===== src/hdl/qir_pkg.sv =====
package qir_pkg;

    // Default geometry of the queue.
    localparam int DEPTH_DEF     = 16;
    localparam int MSG_WIDTH_DEF = 32;

    // Width of the action code carried on tuser.
    localparam int ACTION_W = 2;

    // Action codes.
    typedef enum logic [ACTION_W-1:0] {
        ACT_PUSH  = 2'd0,
        ACT_POP   = 2'd1,
        ACT_PICK  = 2'd2,
        ACT_QUERY = 2'd3
    } t_action;

    // Result status codes.
    typedef enum logic [1:0] {
        ST_OK    = 2'd0,
        ST_EMPTY = 2'd1,
        ST_RANGE = 2'd2,
        ST_FULL  = 2'd3
    } t_status;

endpackage


===== src/hdl/queue_with_indexed_removal_unit.sv =====
// Path: an action passes through the input register, then the result
// register, which holds its result while the result transfer is stalled.
// Throughput: one action per cycle while the result is not stalled; the
// shifting register array appends, pops or closes a gap in one update.
// Reset: synchronous, active low; the queue is emptied and the valid
// flags of both stages are cleared. Stored message words are not reset.
module queue_with_indexed_removal_unit #(
    parameter int DEPTH     = qir_pkg::DEPTH_DEF,
    parameter int MSG_WIDTH = qir_pkg::MSG_WIDTH_DEF,
    parameter int POS_W     = $clog2(DEPTH),
    parameter int CNT_W     = $clog2(DEPTH + 1),
    parameter int IN_W      = ((MSG_WIDTH + POS_W + 7) / 8) * 8,
    parameter int OUT_W     = ((MSG_WIDTH + 2 + CNT_W + 1 + 7) / 8) * 8
) (
    input  logic                        i_clk,
    input  logic                        i_rst_n,
    input  logic                        i_s_axis_tvalid,
    output logic                        o_s_axis_tready,
    // Fields from bit 0: message, position, zero padding.
    input  logic [IN_W-1:0]             i_s_axis_tdata,
    // Fields from bit 0: action.
    input  logic [qir_pkg::ACTION_W-1:0] i_s_axis_tuser,
    output logic                        o_m_axis_tvalid,
    input  logic                        i_m_axis_tready,
    // Fields from bit 0: removed_message, status, entry_count, is_empty,
    // zero padding.
    output logic [OUT_W-1:0]            o_m_axis_tdata
);

    logic                 r_in_valid;
    qir_pkg::t_action     r_in_action;
    logic [MSG_WIDTH-1:0] r_in_message;
    logic [POS_W-1:0]     r_in_position;

    logic                 r_out_valid;
    logic [MSG_WIDTH-1:0] r_out_removed;
    qir_pkg::t_status     r_out_status;
    logic [CNT_W-1:0]     r_out_count;
    logic                 r_out_empty;

    logic                 out_free;
    logic                 step;
    logic [MSG_WIDTH-1:0] removed;
    qir_pkg::t_status     status;
    logic [CNT_W-1:0]     count;

    // Stage control: the result register frees up when it is empty or its
    // transfer completes; the input register moves on whenever it can.
    assign out_free        = !r_out_valid || i_m_axis_tready;
    assign step            = r_in_valid && out_free;
    assign o_s_axis_tready = !r_in_valid || out_free;

    always_ff @(posedge i_clk) begin
        if (!i_rst_n) begin
            r_in_valid  <= 1'b0;
            r_out_valid <= 1'b0;
        end else begin
            if (o_s_axis_tready) begin
                r_in_valid <= i_s_axis_tvalid;
            end
            if (out_free) begin
                r_out_valid <= r_in_valid;
            end
        end
    end

    // Input register payload.
    always_ff @(posedge i_clk) begin
        if (i_s_axis_tvalid && o_s_axis_tready) begin
            r_in_action   <= qir_pkg::t_action'(i_s_axis_tuser);
            r_in_message  <= i_s_axis_tdata[MSG_WIDTH-1:0];
            r_in_position <= i_s_axis_tdata[MSG_WIDTH +: POS_W];
        end
    end

    // Queue storage and action logic.
    qir_store #(
        .DEPTH     (DEPTH),
        .MSG_WIDTH (MSG_WIDTH),
        .POS_W     (POS_W),
        .CNT_W     (CNT_W)
    ) u_store (
        .i_clk      (i_clk),
        .i_rst_n    (i_rst_n),
        .i_en       (step),
        .i_action   (r_in_action),
        .i_message  (r_in_message),
        .i_position (r_in_position),
        .o_removed  (removed),
        .o_status   (status),
        .o_count    (count)
    );

    // Result register payload.
    always_ff @(posedge i_clk) begin
        if (step) begin
            r_out_removed <= removed;
            r_out_status  <= status;
            r_out_count   <= count;
            r_out_empty   <= (count == '0);
        end
    end

    assign o_m_axis_tvalid = r_out_valid;
    assign o_m_axis_tdata  = OUT_W'({r_out_empty, r_out_count, r_out_status, r_out_removed});

endmodule


===== src/hdl/qir_store.sv =====
module qir_store #(
    parameter int DEPTH     = qir_pkg::DEPTH_DEF,
    parameter int MSG_WIDTH = qir_pkg::MSG_WIDTH_DEF,
    parameter int POS_W     = $clog2(DEPTH),
    parameter int CNT_W     = $clog2(DEPTH + 1)
) (
    input  logic                 i_clk,
    input  logic                 i_rst_n,
    input  logic                 i_en,
    input  qir_pkg::t_action     i_action,
    input  logic [MSG_WIDTH-1:0] i_message,
    input  logic [POS_W-1:0]     i_position,
    output logic [MSG_WIDTH-1:0] o_removed,
    output qir_pkg::t_status     o_status,
    output logic [CNT_W-1:0]     o_count
);

    logic [MSG_WIDTH-1:0] r_entry [DEPTH];
    logic [MSG_WIDTH-1:0] n_entry [DEPTH];
    logic [CNT_W-1:0]     r_count;
    logic [CNT_W-1:0]     n_count;
    logic                 is_full;
    logic                 is_empty;
    logic                 pos_in_range;
    logic                 take;
    logic                 push_ok;
    logic [POS_W-1:0]     idx;
    logic [POS_W-1:0]     tail;

    // Fill state decode.
    assign is_full      = (r_count == CNT_W'(DEPTH));
    assign is_empty     = (r_count == '0);
    assign pos_in_range = (CNT_W'(i_position) < r_count);
    assign idx          = (i_action == qir_pkg::ACT_PICK) ? i_position : '0;
    assign tail         = r_count[POS_W-1:0];

    // Decide what the action does and what it reports.
    always_comb begin
        take     = 1'b0;
        push_ok  = 1'b0;
        o_status = qir_pkg::ST_OK;
        case (i_action)
            qir_pkg::ACT_PUSH: begin
                if (is_full) begin
                    o_status = qir_pkg::ST_FULL;
                end else begin
                    push_ok = 1'b1;
                end
            end
            qir_pkg::ACT_POP: begin
                if (is_empty) begin
                    o_status = qir_pkg::ST_EMPTY;
                end else begin
                    take = 1'b1;
                end
            end
            qir_pkg::ACT_PICK: begin
                if (is_empty) begin
                    o_status = qir_pkg::ST_EMPTY;
                end else if (!pos_in_range) begin
                    o_status = qir_pkg::ST_RANGE;
                end else begin
                    take = 1'b1;
                end
            end
            default: begin
                o_status = qir_pkg::ST_OK;
            end
        endcase
    end

    // The removed entry is read before the gap is closed.
    assign o_removed = take ? r_entry[idx] : '0;

    // Count after the action.
    always_comb begin
        n_count = r_count;
        if (push_ok) begin
            n_count = r_count + CNT_W'(1);
        end else if (take) begin
            n_count = r_count - CNT_W'(1);
        end
    end
    assign o_count = n_count;

    // Each slot either keeps its word, takes its neighbor's word when the gap
    // closes, or takes the pushed message when it is the tail slot.
    for (genvar k = 0; k < DEPTH; k++) begin : g_slot
        if (k < DEPTH - 1) begin : g_shift
            always_comb begin
                n_entry[k] = r_entry[k];
                if (take && (POS_W'(k) >= idx)) begin
                    n_entry[k] = r_entry[k+1];
                end
                if (push_ok && (tail == POS_W'(k))) begin
                    n_entry[k] = i_message;
                end
            end
        end else begin : g_last
            always_comb begin
                n_entry[k] = r_entry[k];
                if (push_ok && (tail == POS_W'(k))) begin
                    n_entry[k] = i_message;
                end
            end
        end

        always_ff @(posedge i_clk) begin
            if (i_en) begin
                r_entry[k] <= n_entry[k];
            end
        end
    end

    // Occupancy register.
    always_ff @(posedge i_clk) begin
        if (!i_rst_n) begin
            r_count <= '0;
        end else if (i_en) begin
            r_count <= n_count;
        end
    end

endmodule


===== config.mk =====
export PLATFORM = sky130hd
export DESIGN_NAME = queue_with_indexed_removal_unit
export DESIGN_NICKNAME = d
export VERILOG_FILES = /design/src/hdl/qir_pkg.sv /design/src/hdl/queue_with_indexed_removal_unit.sv /design/src/hdl/qir_store.sv
export SDC_FILE = /design/constraint.sdc
export NUM_CORES = 1
export LEC_CHECK = 0
export BUFFER_PORTS_ARGS = -buffer_cell sky130_fd_sc_hd__buf_2
export CAP_MARGIN = 20
export CORE_UTILIZATION = 40
export DETAILED_ROUTE_END_ITERATION = 12
export GPL_TIMING_DRIVEN = 0
export HOLD_SLACK_MARGIN = 0.03
export RECOVER_POWER = 25
export SLEW_MARGIN = 20
export SYNTH_ARGS = -nofsm -noshare
export SYNTH_HDL_FRONTEND = slang
export SYNTH_HIERARCHICAL = 1
export SYNTH_SLANG_ARGS = --single-unit

===== constraint.sdc =====
create_clock -name i_clk -period 6.6 [get_ports i_clk]
set_input_delay 0.99 -clock i_clk [delete_from_list [all_inputs] [get_ports i_clk]]
set_output_delay 0.99 -clock i_clk [all_outputs]
set_load 0.1 [all_outputs]

## Yosys cells after proc, flatten, opt, wreduce, memory -nomap -nowiden

Memories as Yosys holds them, arrays and structs flattened. A register that Yosys moved wholly into a read port is not among the register bits.
Index checks and enable logic that the tools add are counted.

| storage, ports and cells | value |
|---|---|
| output and inout port bits | 42 |
| logic and storage cells | 137 |
| memories kept | 1 |
| register bits after elaboration | 53 |
| RAM bits | 512 |

| operators by class | value |
|---|---|
| eq/ne operators | 19 |
| $lt $le $gt $ge | 16 |
| reductions and logical operators | 43 |
| muxes and demuxes | 47 |
| add/subtract/negate cells | 2 |

Memory list:

| name | depth | width | rd ports | clocked after Yosys merged registers in | write ports | line | source |
|---|---|---|---|---|---|---|---|
| u_store.r_entry | 16 | 32 | 16 | 1 | 16 | qir_store.sv:18 | `logic [MSG_WIDTH-1:0] r_entry [DEPTH];` |

Operator list:

| kind | number |
|---|---|
| $mux W32 | 31 |
| $logic_and A1 B1 Y1 | 33 |
| $eq A4 B4 Y1 const B | 8 |
| $ge A4 B4 Y1 const A | 7 |
| $eq A4 B3 Y1 const B | 4 |
| $ge A3 B4 Y1 const A | 4 |
| $logic_not A5 Y1 | 2 |
| $mux W5 | 2 |
| $eq A4 B2 Y1 const B | 2 |
| $ge A1 B4 Y1 const A | 2 |
| $ge A2 B4 Y1 const A | 2 |
| $mux W1 | 8 |
| $mux W2 | 3 |
| $pmux W2 S3 | 1 |
| $add A5 B1 Y5 const B | 1 |
| $eq A5 B5 Y1 const B | 1 |
| $lt A4 B5 Y1 | 1 |
| $sub A5 B1 Y5 const B | 1 |
| $eq A4 B1 Y1 const B | 1 |
| $logic_not A4 Y1 | 1 |
| $mux W4 | 1 |
| $logic_not A1 Y1 | 3 |
| $eq A2 B1 Y1 const B | 1 |
| $eq A2 B2 Y1 const B | 1 |
| other kinds (5) | 6 |

## Logic depth before layout (Yosys ltp)

| depth | value |
|---|---|
| depth after elaboration | 7 |
| mapped depth | 12 |
| depth with buffers taken out | 10 |

## Hierarchy

Netlist, hierarchy kept.

Modules (own cells, without submodules):

| module | area each (um^2) | cells an instance | seq. area each (um^2) | times used |
|---|---|---|---|---|
| qir_store | 26761.9 | 2077 | 15474.8 | 1 |
| queue_with_indexed_removal_unit | 2444.8 | 90 | 2382.3 | 1 |

## Worst setup path before layout

No wires, ideal clock.

| timing path | value |
|---|---|
| kind | input-to-reg |
| start point | input i_m_axis_tready |
| end point | memory u_store/r_entry[10][0] in the netlist's numbering, enable pin |
| path buffers | 1 |
| stages | 4 |
| slack | 0.343 ns |
| setup time | 0.470 ns |
| data arrival time | 5.787 ns |
| cells stage by stage | nor2b_1 > nor2b_1 > clkbuf_1 > a21boi_0 |

RTL lines:

| element | line | source |
|---|---|---|
| from (decl) | queue_with_indexed_removal_unit.sv:24 | `input logic i_m_axis_tready,` |
| to (decl) | qir_store.sv:18 |  |

==> summary.txt <==
Clocking
  – Post-cts gate resize count: 0
  – Post-CTS Hold Buffers: 0
  – CTS tree: done
  – Clk_lat worst skew: between 0.6 and 0.7 ns
  – H-tree levels: 3
  – CTS Buffer Depth: 3
  – CTS sink cnt: a little under 600
  – Worst-path clk slew: ~0.060 ns
  – CTS buffer count: 69
  – Clock root buffer: clkbuf_16
  – Postcts setup bufs: 0

Floorplanning
  – Die ar.: 0.0741 sq mm
  – Die height: between 200 and 300 um
  – Core area: slightly above 0.07 sq mm
  – Initial Util: a little over 40%
  – I/O pin count: approximately 90
  – Die W: around 270 um
  – # rows: 98

Placement
  – Routability cong.: ~0.91
  – PortBufs: 83
  – Dpl cell area: between 0.03 and 0.04 sq mm
  – Detailed placement HPWL: 71.1 mm
  – Placed Instances: 3235

Critical path
  – WP data required: 6.79 ns
  – Crit-path cells: buf_2 > nor2b_1 > nor2b_1 > and2_0 > clkbuf_1
  – Crit path kind: in2reg
  – CP max-delay cell: clkbuf_1
  – R2R depth: 4
  – CP Launch Type: input port
  – Largest stage delay, worst path: approximately 1.6 ns
  – CP Capture Type: flop
  – Critical Path AT: between 5 and 6 ns
  – Cell family with the largest share of critical-path delay: simple AND/OR/NAND/NOR gates
  – Buf+Inv Stages, Crit Path: 2
  – Crit path capture: u_store/r_entry[15][10]
  – Crit-path max FO: 17
  – R2R Path Start: o_m_axis_tvalid
  – Worst R2R End: u_store/r_entry[15][10]
  – Cell count along the critical path: 5
  – Worst reg-to-reg setup slack: 1.80 ns
  – Crit path top cell by count: nor2b_1
  – Worst Setup SP: i_m_axis_tready

Synthesis
  – Top cells by count, synth: edfxtp_1 (590), mux2_2 (480), nand2_1 (278), nor2b_1 (131), a211oi_1 (128)
  – Syn Nets: around 2200
  – Most frequent cell after synthesis: edfxtp_1
  – Ys async rst share: 0%
  – Number of cells produced by synthesis: between 2000 and 2500
  – Cell Area, Synth: slightly below 0.03 sq mm
  – Synthesized flop and latch total: just under 600
  – Leading area contributor after synthesis: edfxtp_1
  – Fraction of the yosys area taken by sequential cells: around 61%
  – Syn. warnings: 6
  – Synth cell types: 48
  – Synth top area share: slightly above 60%
  – EDFF count, synth: between 500 and 600
  – Area contributors post-synth: edfxtp_1 (61%), mux2_2 (19%), nand2_1 (3.6%), a211oi_1 (3.3%), nor2b_1 (2.8%)
  – Average size of a mapped cell: approximately 13 sq um
  – Prevailing post-synth register cell: edfxtp_1

Worst hold path
  – Worst hold path type: reg2reg

Layout
  – Synthesis-to-finish area growth: 15.9%
  – Layout cells sized above 1: just over 30%
  – Core Util, Final: a little under half
  – Final Cell Area: 0.0338 sq mm
  – Non-filler cells, final: roughly 3400
  – Nets@finish: 2415
  – N_diodes: 0

Drt
  – Post-DRT Antenna Nets: 0
  – DR DRC count: 0
  – Drt first-iter violations: between 2000 and 3000
  – Post-DR wirelength/cell: between 30 and 40 um
  – Total wire length: roughly 110 mm
  – Routed vias: 21100
  – DR pass1 iterations: 6
  – Vias per cell: roughly 6.3

Global route
  – First-pass GRT wire length: 151 mm
  – Vias in the first global route: ~21000
  – Pin count of the biggest net entering global routing: 20
  – GRT overflow: 0
  – Initial antenna violation count: 2
  – Gr usage total: between 20% and 30%

Timing
  – Unrepaired setup endpoints after global routing: false
  – Final period util: around three quarters
  – Final setup vio count: 0
  – Final worst path period need: just under 5 ns
  – Hold Fails Final Rpt: 0
  – Clock skew: ~0.027 ns
  – Max_slew headroom: -43.0%
  – Worst Tran Pin Value: approximately 2.1 ns
  – Max Clk Rate: 205 MHz
  – Slew Limit Fails: 36

Job
  – Max-Cap Viols: 2

Outcome
  – Failing checks: max-capacitance violations, max-slew violations
  – Outcome: finished with violations

Power
  – Pwr dens: approximately 250 mW/mm^2
  – Lkg Pwr: 0.0110 uW
  – VDD IR max: 0.000175 V
[per-layer routing]
| metal | routed length [um] | up-vias | part of all wire, % | global-route usage, % |
|---|---|---|---|---|
| met1 | 40900 | 10600 | 38 | 36.7 |
| met3 | 11900 | 319 | 11 | 6.81 |
| met4 | 5090 | 2 | 4.7 | 13.1 |
| met2 | 49300 | 1461 | 46 | 45.5 |
| li1 | - | 8712 | - | - |
| met5 | 11 | - | 0.010 | 0 |
[power breakdown]
group	internal [uW]	total, uW	switching [uW]	leakage (uW)
registers	4160	4200	39.9	0.00542
logic	130	535	404	0.00461
clock network	2050	3630	1580	0.00101
total	6340	8370	2030	0.0110
[registers in the layout, indices dropped and copies added (netlist names)]
signal,flops
r_in_action,2
r_in_position,4
r_out_status,2
r_out_count,5
o_m_axis_tvalid,1
r_in_message,32
u_store/r_count,5
r_in_valid,1
r_out_removed,32
u_store/r_entry,512
r_out_empty,1
[placed cells by master, fill, tap and decap left out, drive strengths merged, types with 11 or more instances in the layout]
cell    instances
edfxtp        590
mux2          480
nand2         278
clkbuf        253
buf           145
nor2b         131
a211oi        128
a31oi         126
o22ai          62
nor3           35
clkinv         30
nand3          18
a21boi         15
nor2           13
ha             12
inv            12
o21ai          11
[area by class of cell]
class / count / area, sq um
Sequential cell: 597 / 17900
Clock inverter: 38 / 258
Clock buffer: 84 / 1830
Multi-Input combinational cell: 1366 / 10600
Tap cell: 950 / 1190
Timing Repair Buffer: 119 / 1220
Buffer: 195 / 831
Fill cell: 6382 / 38000
Inverter: 9 / 33.8
[worst min-delay path by stage]
stage	from	to	cells past startpoint
4_1_cts	i_s_axis_tdata[29]	r_in_message[29]	1
2_1_floorplan	r_in_valid	o_m_axis_tvalid	1
6_report	r_in_valid	o_m_axis_tvalid	1
3_5_place_dp	o_m_axis_tvalid	r_in_valid	2
3_3_place_gp	r_in_valid	o_m_axis_tvalid	1
5_1_grt	i_s_axis_tdata[29]	r_in_message[29]	1
[per-stage QoR]
| stage | TNS [ns] | hold slack [ns] | setup slack (ns) | power [uW] |
|---|---|---|---|---|
| 2_1_floorplan | 0 | 0.477 | 0.343 | 4580 |
| 3_3_place_gp | -2438.32 | 0.484 | -6.03 | 4790 |
| 3_5_place_dp | 0 | 0.522 | 2.34 | 4810 |
| 4_1_cts | 0 | 0.521 | 2.33 | 8410 |
| 5_1_grt | 0 | 0.516 | 1.64 | 8580 |
| 6_report | 0 | 0.533 | 1.73 | 8370 |
[kinds of logic after synthesis]
| logic type | Yosys count | share of synthesized area (%) |
|---|---|---|
| DFF | 597 | 61.1 |
| and+or+nand+nor | 502 | 8.16 |
| muxes | 482 | 18.6 |
| AOI/OAI and AO/OA | 365 | 8.49 |
| buffers and inverters | 204 | 2.97 |
| adders and majority gates | 12 | 0.514 |
| xor gates and xnor gates | 5 | 0.150 |
Note: power is estimated with default switching activity, not from simulation.
